### config.mk
export PLATFORM = sky130hd
export DESIGN_NAME = sorted_priority_queue
export DESIGN_NICKNAME = d
export VERILOG_FILES = /design/src/hw/rtl/spq_pkg.sv /design/src/hw/rtl/spq_ram.sv /design/src/hw/rtl/sorted_priority_queue.sv
export SDC_FILE = /design/constraint.sdc
export NUM_CORES = 1
export LEC_CHECK = 0
export BUFFER_PORTS_ARGS = -buffer_cell sky130_fd_sc_hd__buf_2
export CORE_ASPECT_RATIO = 1.1
export CORE_MARGIN = 2
export CORE_UTILIZATION = 62
export CTS_CLUSTER_SIZE = 30
export DETAILED_ROUTE_END_ITERATION = 8
export GPL_TIMING_DRIVEN = 0
export PLACE_DENSITY = 0.84
export SYNTH_ARGS = -nofsm -noshare
export SYNTH_HDL_FRONTEND = slang
export SYNTH_SLANG_ARGS = --single-unit
### constraint.sdc
create_clock -name clk -period 6.5 [get_ports clk]
set_input_delay 0.65 -clock clk [delete_from_list [all_inputs] [get_ports clk]]
set_output_delay 0.65 -clock clk [all_outputs]
set_load 0.05 [all_outputs]
### src/hw/rtl/spq_pkg.sv
// types and constants of the sorted priority queue
`timescale 1ns / 1ps

package spq_pkg;

  localparam int VAL_W        = 32;
  localparam int PRI_W        = 16;
  localparam int COUNT_W      = 5;
  localparam int CAPACITY_DEF = 16;
  localparam int ENTRY_W      = VAL_W + PRI_W;

  typedef enum logic {
    REQ_INSERT  = 1'b0,
    REQ_EXTRACT = 1'b1
  } req_type_t;

  typedef enum logic [1:0] {
    STATUS_OK    = 2'd0,
    STATUS_FULL  = 2'd1,
    STATUS_EMPTY = 2'd2
  } status_t;

  typedef enum logic [2:0] {
    ST_IDLE,
    ST_INS_CMP,
    ST_INS_WR,
    ST_EXT_SH,
    ST_OUT
  } state_t;

  typedef struct packed {
    req_type_t                req_type;
    logic signed [VAL_W-1:0]  item_value;
    logic        [PRI_W-1:0]  item_priority;
  } req_t;

  typedef struct packed {
    logic signed [VAL_W-1:0]  out_value;
    logic        [PRI_W-1:0]  out_priority;
    logic                     out_valid;
    status_t                  status;
    logic        [COUNT_W-1:0] entry_count;
  } rsp_t;

  typedef struct packed {
    logic signed [VAL_W-1:0] value;
    logic        [PRI_W-1:0] prio;
  } entry_t;

endpackage

### src/hw/rtl/spq_ram.sv
// generic simple dual port ram with registered read
`timescale 1ns / 1ps

module spq_ram #(
  parameter int WIDTH = 8,
  parameter int DEPTH = 16,
  localparam int AW = (DEPTH > 1) ? $clog2(DEPTH) : 1
) (
  input  logic             clk,
  input  logic             wr_en,
  input  logic [AW-1:0]    wr_addr,
  input  logic [WIDTH-1:0] wr_data,
  input  logic             rd_en,
  input  logic [AW-1:0]    rd_addr,
  output logic [WIDTH-1:0] rd_data
);

  logic [WIDTH-1:0] mem [DEPTH];

  always_ff @(posedge clk) begin
    if (wr_en) begin
      mem[wr_addr] <= wr_data;
    end
    if (rd_en) begin
      rd_data <= mem[rd_addr];
    end
  end

endmodule

### src/hw/rtl/sorted_priority_queue.sv
// sorted priority queue top level: sequencer around one entry ram
//
//   channel | ports                      | direction | beat
//   request | req_valid, req_ready, req  | in        | insert or extract
//   result  | rsp_valid, rsp_ready, rsp  | out       | one per request
//
// insert: stored entries of equal or larger priority move up one slot, last first, then the new one is written
// extract: the head entry is returned and every remaining entry is moved down one slot
// full insert or empty extract: no ram access, straight to the result state
// the ram moves the entries, at most one entry read and one written per cycle
// synchronous reset empties the queue at once; the ram is not cleared
// a stalled result holds in its register while the next request is taken
`timescale 1ns / 1ps

module sorted_priority_queue
  import spq_pkg::*;
#(
  parameter int CAPACITY = CAPACITY_DEF
) (
  input  logic clk,
  input  logic rst,
  input  logic req_valid,
  output logic req_ready,
  input  req_t req,
  output logic rsp_valid,
  input  logic rsp_ready,
  output rsp_t rsp
);

  localparam int AW = $clog2(CAPACITY);
  localparam int CW = $clog2(CAPACITY + 1);

  state_t          state, state_next;
  logic [AW-1:0]   idx, idx_next;
  logic [CW-1:0]   occ, occ_next;
  req_t            req_q, req_q_next;
  rsp_t            res, res_next;
  rsp_t            rsp_next;
  logic            rsp_valid_next;

  logic            ram_wr_en, ram_rd_en;
  logic [AW-1:0]   ram_wr_addr, ram_rd_addr;
  entry_t          ram_wr_data, rd_entry, new_entry;

  logic            is_full, is_empty, ins_shift, more, rsp_free;
  logic [AW-1:0]   idx_up, idx_dn, occ_last;
  logic [CW-1:0]   idx_inc;
  logic [CW+COUNT_W-1:0] occ_wide;

  spq_ram #(
    .WIDTH (ENTRY_W),
    .DEPTH (CAPACITY)
  ) u_ram (
    .clk     (clk),
    .wr_en   (ram_wr_en),
    .wr_addr (ram_wr_addr),
    .wr_data (ram_wr_data),
    .rd_en   (ram_rd_en),
    .rd_addr (ram_rd_addr),
    .rd_data (rd_entry)
  );

  assign is_full   = (occ == CW'(CAPACITY));
  assign is_empty  = (occ == '0);
  assign ins_shift = (rd_entry.prio >= req_q.item_priority);
  assign idx_up    = idx + AW'(1);
  assign idx_dn    = idx - AW'(1);
  assign idx_inc   = CW'(idx) + CW'(1);
  assign more      = (idx_inc < occ);
  assign occ_last  = AW'(occ - CW'(1));
  assign rsp_free  = !rsp_valid || rsp_ready;
  assign occ_wide  = {{COUNT_W{1'b0}}, occ};
  assign new_entry = '{value: req_q.item_value, prio: req_q.item_priority};
  assign req_ready = (state == ST_IDLE);

  always_comb begin
    state_next = state;
    case (state)
      ST_IDLE: begin
        if (req_valid) begin
          if (req.req_type == REQ_INSERT) begin
            if (is_full) state_next = ST_OUT;
            else if (is_empty) state_next = ST_INS_WR;
            else state_next = ST_INS_CMP;
          end else begin
            if (is_empty) state_next = ST_OUT;
            else state_next = ST_EXT_SH;
          end
        end
      end
      ST_INS_CMP: begin
        if (!ins_shift) state_next = ST_OUT;
        else if (idx == '0) state_next = ST_INS_WR;
      end
      ST_INS_WR: state_next = ST_OUT;
      ST_EXT_SH: begin
        if (!more) state_next = ST_OUT;
      end
      ST_OUT: begin
        if (rsp_free) state_next = ST_IDLE;
      end
      default: state_next = ST_IDLE;
    endcase
  end

  always_comb begin
    idx_next       = idx;
    occ_next       = occ;
    req_q_next     = req_q;
    res_next       = res;
    rsp_next       = rsp;
    rsp_valid_next = rsp_valid && !rsp_ready;
    ram_wr_en      = 1'b0;
    ram_wr_addr    = '0;
    ram_wr_data    = new_entry;
    ram_rd_en      = 1'b0;
    ram_rd_addr    = '0;
    case (state)
      ST_IDLE: begin
        if (req_valid) begin
          req_q_next            = req;
          res_next.out_value    = '0;
          res_next.out_priority = '0;
          res_next.out_valid    = 1'b0;
          res_next.status       = STATUS_OK;
          res_next.entry_count  = '0;
          if (req.req_type == REQ_INSERT) begin
            if (is_full) begin
              res_next.status = STATUS_FULL;
            end else if (!is_empty) begin
              ram_rd_en   = 1'b1;
              ram_rd_addr = occ_last;
              idx_next    = occ_last;
            end
          end else begin
            if (is_empty) begin
              res_next.status = STATUS_EMPTY;
            end else begin
              ram_rd_en   = 1'b1;
              ram_rd_addr = '0;
              idx_next    = '0;
            end
          end
        end
      end
      ST_INS_CMP: begin
        ram_wr_en   = 1'b1;
        ram_wr_addr = idx_up;
        if (ins_shift) begin
          ram_wr_data = rd_entry;
          if (idx != '0) begin
            ram_rd_en   = 1'b1;
            ram_rd_addr = idx_dn;
            idx_next    = idx_dn;
          end
        end else begin
          ram_wr_data = new_entry;
          occ_next    = occ + CW'(1);
        end
      end
      ST_INS_WR: begin
        ram_wr_en   = 1'b1;
        ram_wr_addr = '0;
        ram_wr_data = new_entry;
        occ_next    = occ + CW'(1);
      end
      ST_EXT_SH: begin
        if (idx == '0) begin
          res_next.out_value    = rd_entry.value;
          res_next.out_priority = rd_entry.prio;
          res_next.out_valid    = 1'b1;
        end else begin
          ram_wr_en   = 1'b1;
          ram_wr_addr = idx_dn;
          ram_wr_data = rd_entry;
        end
        if (more) begin
          ram_rd_en   = 1'b1;
          ram_rd_addr = idx_up;
          idx_next    = idx_up;
        end else begin
          occ_next = occ - CW'(1);
        end
      end
      ST_OUT: begin
        if (rsp_free) begin
          rsp_valid_next       = 1'b1;
          rsp_next             = res;
          rsp_next.entry_count = occ_wide[COUNT_W-1:0];
        end
      end
      default: begin
        idx_next = idx;
      end
    endcase
  end

  always_ff @(posedge clk) begin
    if (rst) begin
      state     <= ST_IDLE;
      occ       <= '0;
      rsp_valid <= 1'b0;
    end else begin
      state     <= state_next;
      occ       <= occ_next;
      rsp_valid <= rsp_valid_next;
    end
    idx   <= idx_next;
    req_q <= req_q_next;
    res   <= res_next;
    rsp   <= rsp_next;
  end

endmodule

==> reports/metrics.csv, run 1 <==
stage;metric;value;unit
outcome;status;finished clean;
cells_and_area;mostFrequentLayoutCells;edfxtp_1, mux2i_1, buf_2, nand2_1, o22ai_1;
critical_path;crit_arrival;5.01;ns
critical_path;worstPathRequired;6.89;ns
clock_network;cts_resized;0;
grt;grt_max_degree;32;
clock_network;clockBufferDepth;3;
placement;dpl_cell_area;0.0409;mm²
yosys;syn_area;0.0382;mm²
critical_path;cp-end-kind;flip-flop;
clock_network;ctsRootBufferMaster;clkbuf_16;
timing;final-hold-violation-count;0;
grt;grt_pass1_vias;22300;
yosys;syn_area_per_cell;18.2;µm²
pwr;total_power;18.4;mW
floorplan;die_h;264;µm
critical_path;regToRegStartpoint;u_ram.rd_data[14];
floorplan;num_rows;95;
yosys;ys_warn_count;0;
timing;period_needed;4.62;ns
detailed_routing;avgViaCountPerCell;6.79;
grt;antenna_found_initial;0;
detailed_routing;drc_errors;0;
floorplan;start_util;0.627;
cells_and_area;fin_area;0.0437;mm²
min_path;min_path_type;in2reg;
critical_path;cpPeakStageDelay;0.66;ns
yosys;ys_async_sr_fraction;0;
clock_network;cts.clk_slew.worst_paths;0.07;ns
run;drv_cap;0;
pwr;p_per_area;422;mW/mm²
detailed_routing;first_pass_iters;6;
detailed_routing;wirelength;99000;µm
critical_path;r2r-end;u_ram.rd_data[34];
grt;grt_pass1_wl;142000;µm
grt;grt-ovfl-total;0;
clock_network;numClockSinks;984;
cells_and_area;num_antenna_cells;0;
clock_network;cts_tree;done;
critical_path;reg2reg_depth;11;
clock_network;htree_levels;3;
cells_and_area;drive_above_1_share;0.187;
floorplan;die_area;0.0636;mm²
clock_network;hold_buffers;0;
critical_path;crit_path_cell_trace;ha_1 -> nand4_1 -> nor3_2 -> a221o_2 -> o31a_1 -> a21oi_2 -> nand3_1 -> buf_4 -> clkbuf_1 -> o22ai_1 -> a211o_1;
cells_and_area;syn_to_final_growth;14.4;%
yosys;synth_nets;2181;
timing;slew_headroom;0.0635;
placement;place_congestion;0.875;
critical_path;cp_slowest_cell;clkbuf_1;
detailed_routing;drt_iter0_markers;3425;
timing;fmax;217;MHz
placement;io_buffers;109;
floorplan;pin_count;111;
min_path;whs_path_depth;1;
critical_path;crit_path_start_kind;flip-flop;
yosys;synth_edf_count;975;
timing;rsz0062_at_grt;false;
min_path;min_from;req[19];
pwr;p_leak;16.8;nW
timing;tightestPinTransition;1.40;ns
yosys;ys.flop_type;edfxtp_1;
grt;track_usage;0.314;
cells_and_area;nets;2420;
yosys;synthCells;2104;
yosys;synth_cell_types;62;
timing;slew_violations;0;
yosys;synth_seq_cells;984;
detailed_routing;vias;22000;
critical_path;path_class;reg2reg;
cells_and_area;final_common_cell;edfxtp_1;
clock_network;cts_setup_buffers;0;
clock_network;clk-insertion-delay-late;0.65;ns
min_path;min_to;new_entry[19];
clock_network;cts_buffers;89;
floorplan;fp.coreArea;0.0610;mm²
pwr;ir_worst_vdd;0.000321;V
placement;hpwl;58900;µm
timing;finClkSkew;0.0262;ns
timing;post-route-period-util;0.711;
critical_path;critical_path_peak_fanout;10;
detailed_routing;wire_per_inst;30.6;µm
detailed_routing;drtAntennaViolNets;0;
floorplan;fp.dieW;241;µm
yosys;synth-seq-area-share;0.771;
critical_path;r2r_setup_slack;1.88;ns
timing;setup_violations;0;
cells by family (layout without fill, tap and decap cells):
logic type | Yosys count | count (layout) | synth area share
simple gates | 253 | 253 | 0.0309
buf+inv | 146 | 456 | 0.0211
flops | 984 | 984 | 0.771
mux | 386 | 386 | 0.103
compound gates | 298 | 298 | 0.0636
xor+xnor | 13 | 13 | 0.00298
fa+ha+maj | 24 | 24 | 0.00786
area by class of cell:
| type | count | area (µm²) |
|---|---|---|
| Buffer | 117 | 698 |
| Inverter | 29 | 109 |
| Multi-Input combinational cell | 974 | 8100 |
| Fill cell | 3331 | 17300 |
| Timing Repair Buffer | 148 | 1460 |
| Tap cell | 824 | 1030 |
| Clock buffer | 110 | 2390 |
| Sequential cell | 984 | 29500 |
| Clock inverter | 52 | 470 |
worst max path at each step:
stage,start,to,cells after the start
final,u_ram.rd_data[14],u_ram.rd_data[34],11
after floorplan,state[1],u_ram.rd_data[0],4
after CTS,u_ram.rd_data[14],u_ram.mem[8][0],9
after global placement,occ[0],u_ram.rd_data[32],6
after detailed placement,u_ram.rd_data[14],u_ram.mem[10][0],9
after global routing,u_ram.rd_data[14],u_ram.rd_data[38],11
through the flow:
step	hold WS (ns)	utilization	setup slack [ns]	instances	setup TNS, ns
floorplan	0.400	-	1.16	2104	0
global placement	0.402	0.653	-2.71	3037	-446.34
detailed placement	0.405	0.670	1.82	3076	0
CTS	0.149	0.717	1.80	3238	0
global route	0.167	0.717	1.86	3238	0
finish	0.173	0.717	1.88	3238	0
per-layer routing:
metal  global-route usage  vias to the layer above  part of all wire
met5                    0                        -                 0
met4                0.184                        0             0.059
li1                     -                     8919                 -
met2                0.494                     1878              0.47
met1                0.406                    10800              0.34
met3               0.0683                      383              0.12
registers in the layout, indices dropped and copies added, names as in the netlist, 3 cells and up:
name	cells
rsp	56
occ	5
new_entry	48
res	51
u_ram.mem	768
u_ram.rd_data	48
idx	4
state	3
power breakdown:
group / switching, mW / internal [mW]
Sequential: 0.275 / 8.35
Combinational: 3.26 / 1.40
Clock: 2.24 / 2.93
Total: 5.77 / 12.7
Yosys cell counts, drive strengths merged, types with 3 or more instances:
master | count | share of area
edfxtp | 975 | 0.77
mux2i | 339 | 0.089
nand2 | 119 | 0.012
o22ai | 98 | 0.016
buf | 76 | 0.014
a211o | 49 | 0.011
a221oi | 49 | 0.015
and3 | 49 | 0.0080
a32oi | 48 | 0.011
mux2 | 47 | 0.014
nor2 | 43 | 0.0043
clkbuf | 41 | 0.0040
inv | 28 | 0.0028
ha | 24 | 0.0079
a21oi | 15 | 0.0021
o21ai | 15 | 0.0020
nand3 | 13 | 0.0018
xnor2 | 10 | 0.0023
dfxtp | 9 | 0.0047
nor3 | 7 | 0.0012
nand2b | 4 | 0.00065
nor2b | 3 | 0.00049
o31ai | 3 | 0.00072
or3 | 3 | 0.00049
xor2 | 3 | 0.00069
critical path: cells and delay by family (launching register included):
family	cells	cell delay [ns]
AO/OA/AOI/OAI	5	1.53
adder cells (fa/ha/maj)	1	0.37
buffers and inverters	2	0.93
flip-flops	1	0.45
AND/OR/NAND/NOR	3	1.06
Note: power is estimated with default switching activity, not from simulation.
==> run 2: changes to the inputs <==
--- a/config.mk
+++ b/config.mk
@@ -8,11 +8,11 @@
 export BUFFER_PORTS_ARGS = -buffer_cell sky130_fd_sc_hd__buf_2
 export CORE_ASPECT_RATIO = 1.1
 export CORE_MARGIN = 2
-export CORE_UTILIZATION = 62
+export CORE_UTILIZATION = 56
 export CTS_CLUSTER_SIZE = 30
 export DETAILED_ROUTE_END_ITERATION = 8
 export GPL_TIMING_DRIVEN = 0
-export PLACE_DENSITY = 0.84
+export PLACE_DENSITY = 0.81
 export SYNTH_ARGS = -nofsm -noshare
 export SYNTH_HDL_FRONTEND = slang
 export SYNTH_SLANG_ARGS = --single-unit
==> constraint.sdc (replaced) <==
create_clock -name clk -period 4 [get_ports clk]
set_input_delay 0.4 -clock clk [delete_from_list [all_inputs] [get_ports clk]]
set_output_delay 0.4 -clock clk [all_outputs]
set_load 0.05 [all_outputs]
==> run 2 against run 1 <==
Compared with the run above: the run now ends with design-rule violations, max-capacitance violations, negative setup slack left; sequential share of layout area is 1.2 points lower; sequential power rose by 62%; register-to-register slack worse by 2.0 ns; non-clock buffer count is 48 higher; cell count up 2.8%; core utilization fell by 5.9 points; critical endpoint is now u_ram.rd_data[7].
==> reports/metrics.csv, run 2 (same netlist as run 1, synthesis figures left out) <==
stage;metric;value;unit
outcome;status;complete, but fails checks;
outcome;violations;design-rule violations, max-capacitance violations, negative setup slack;
floorplan;start_util;0.566;
critical_path;worst-path-buf-inv;3;
timing;tightestPinTransition;1.48;ns
timing;slew_headroom;0.00268;
placement;dp_cells;3119;
critical_path;cpPeakStageDelay;0.59;ns
critical_path;crit_path_cell_trace;inv_1 -> ha_1 -> a21oi_1 -> o21ai_0 -> a221o_2 -> o31ai_2 -> o221a_1 -> buf_2 -> clkbuf_1 -> a221oi_1 -> a211o_1;
cells_and_area;num_antenna_cells;0;
detailed_routing;wirelength;96900;µm
cells_and_area;final_common_cell;edfxtp_1;
timing;slew_violations;0;
cells_and_area;largest_reg_flops;768;
floorplan;fp.coreArea;0.0676;mm²
grt;track_usage;0.273;
cells_and_area;mostFrequentLayoutCells;edfxtp_1, mux2i_1, buf_2, nand2_1, o22ai_1;
floorplan;die_h;278;µm
cells_and_area;multi_input_comb_area;0.00812;mm²
critical_path;crit_start;new_entry[5];
floorplan;die_area;0.0703;mm²
clock_network;clockBufferDepth;3;
detailed_routing;avgViaCountPerCell;6.51;
grt;grt_pass1_wl;138000;µm
pwr;p_per_area;683;mW/mm²
min_path;min_path_type;in2reg;
critical_path;cp_top_family;compound AO/OA/AOI/OAI gates;
detailed_routing;drt_iter0_markers;3036;
cells_and_area;nets;2470;
floorplan;pin_count;111;
detailed_routing;vias;21700;
placement;place_congestion;0.846;
grt;grt-ovfl-total;0;
min_path;min_from;rsp_ready;
detailed_routing;drc_errors;1;
grt;grt_max_degree;51;
pwr;p_leak;17.1;nW
pwr;total_power;30.4;mW
timing;fin_setup_tns;-1.44;ns
critical_path;worstPathRequired;4.39;ns
clock_network;cts_setup_buffers;0;
clock_network;ctsRootBufferMaster;clkbuf_16;
timing;period_needed;4.08;ns
grt;antenna_found_initial;2;
timing;final-hold-violation-count;0;
clock_network;cts.clk_slew.worst_paths;0.07;ns
timing;setup_violations;106;
critical_path;path_class;reg2reg;
pwr;ir_worst_vdd;0.000376;V
critical_path;critical_path_peak_fanout;10;
critical_path;regToRegStartpoint;new_entry[5];
cells_and_area;area.sequential;0.0295;mm²
cells_and_area;syn_to_final_growth;16.4;%
placement;hpwl;58800;µm
timing;post-route-period-util;1.02;
placement;io_buffers;109;
grt;grt_pass1_vias;21500;
critical_path;cp-end-kind;flip-flop;
placement;place_ws;-0.379;ns
timing;finClkSkew;0.0334;ns
timing;rsz0062_at_grt;true;
clock_network;cts_tree;done;
clock_network;numClockSinks;984;
cells_and_area;top_register;u_ram.mem;
floorplan;num_rows;100;
cells_and_area;fillers;4220;
detailed_routing;wire_per_inst;29.1;µm
cells_and_area;top_regs;u_ram.mem x768, rsp x56, res x51;
timing;fmax;245;MHz
critical_path;cp_slowest_cell;clkbuf_1;
detailed_routing;first_pass_iters;8;
critical_path;crit_path_start_kind;flip-flop;
cells_and_area;utilization;0.658;
floorplan;fp.dieW;253;µm
timing;layout_setup_ws;-0.0806;ns
run;drv_cap;1;
clock_network;cts_buffers;90;
clock_network;htree_levels;3;
clock_network;clk-insertion-delay-late;0.66;ns
cells_and_area;fin_cells;3330;
detailed_routing;drtAntennaViolNets;0;
critical_path;crit_arrival;4.48;ns
cells_and_area;drive_above_1_share;0.198;
run 2: cell types whose count changed in the layout (fill, tap and decap cells not counted), sizes merged:
cell / change
buf: -8
bufinv: +7
clkbuf: -1
clkinv: +3
clkinvlp: -3
dlygate4sd3: +48
inv: +2
nor2: +1
run 2: layout make-up:
type / instances / area share
plain buffers: 117 / 0.0169
repair buffers: 196 / 0.0431
clock inverters: 61 / 0.0163
well taps: 867 / 0.0244
clock buffers: 101 / 0.0520
flip-flops and latches: 984 / 0.662
inverters: 29 / 0.00253
multi-input cells: 975 / 0.182
run 2: stage by stage:
| stage | instance area (µm²) | hold WS [ns] |
|---|---|---|
| final | 44500 | 0.0900 |
| after global routing | 44500 | 0.119 |
| after CTS | 44400 | 0.0548 |
| after detailed placement | 40900 | 0.405 |
| after global placement | 39800 | 0.401 |
| after floorplan | 38200 | 0.400 |
run 2: per-layer routing:
layer | vias to the layer above | global-route usage | wire, µm | part of all wire
met5 | - | 0 | 22 | 0.00023
met1 | 10800 | 0.352 | 35200 | 0.36
met4 | 4 | 0.137 | 4950 | 0.051
met2 | 1536 | 0.448 | 46700 | 0.48
li1 | 9028 | - | - | -
met3 | 306 | 0.0508 | 9920 | 0.10
run 2: path summary, 6_finish.rpt:
check	slack, ns	to	cells after the start
max	-0.08	u_ram.rd_data[7]	11
min	0.09	rsp_valid	3
max reg2reg	-0.08	u_ram.rd_data[7]	11
min reg2reg	0.42	rsp[6]	0
run 2: worst register-to-register path, delay by kind of cell (launching register included):
kind,cells,cell delay [ns]
adders and majority gates,1,0.30
AOI/OAI and AO/OA,7,2.13
buffers and inverters,3,0.90
DFF,1,0.49
run 2: repair_timing:
action / in CTS / in global routing
gates resized for setup: 13 / 39
hold endpoints to repair: 48 / 0
pin swaps: 0 / 1
endpoints found under the setup margin: 100 / 216
gates cloned: 0 / 1
hold buffers: 48 / 0
run 2: where the power goes:
group | total [mW] | internal, mW | switching (mW)
logic | 7.54 | 2.34 | 5.20
registers | 14.0 | 13.6 | 0.428
clock network | 8.86 | 5.15 | 3.71
total | 30.4 | 21.1 | 9.33
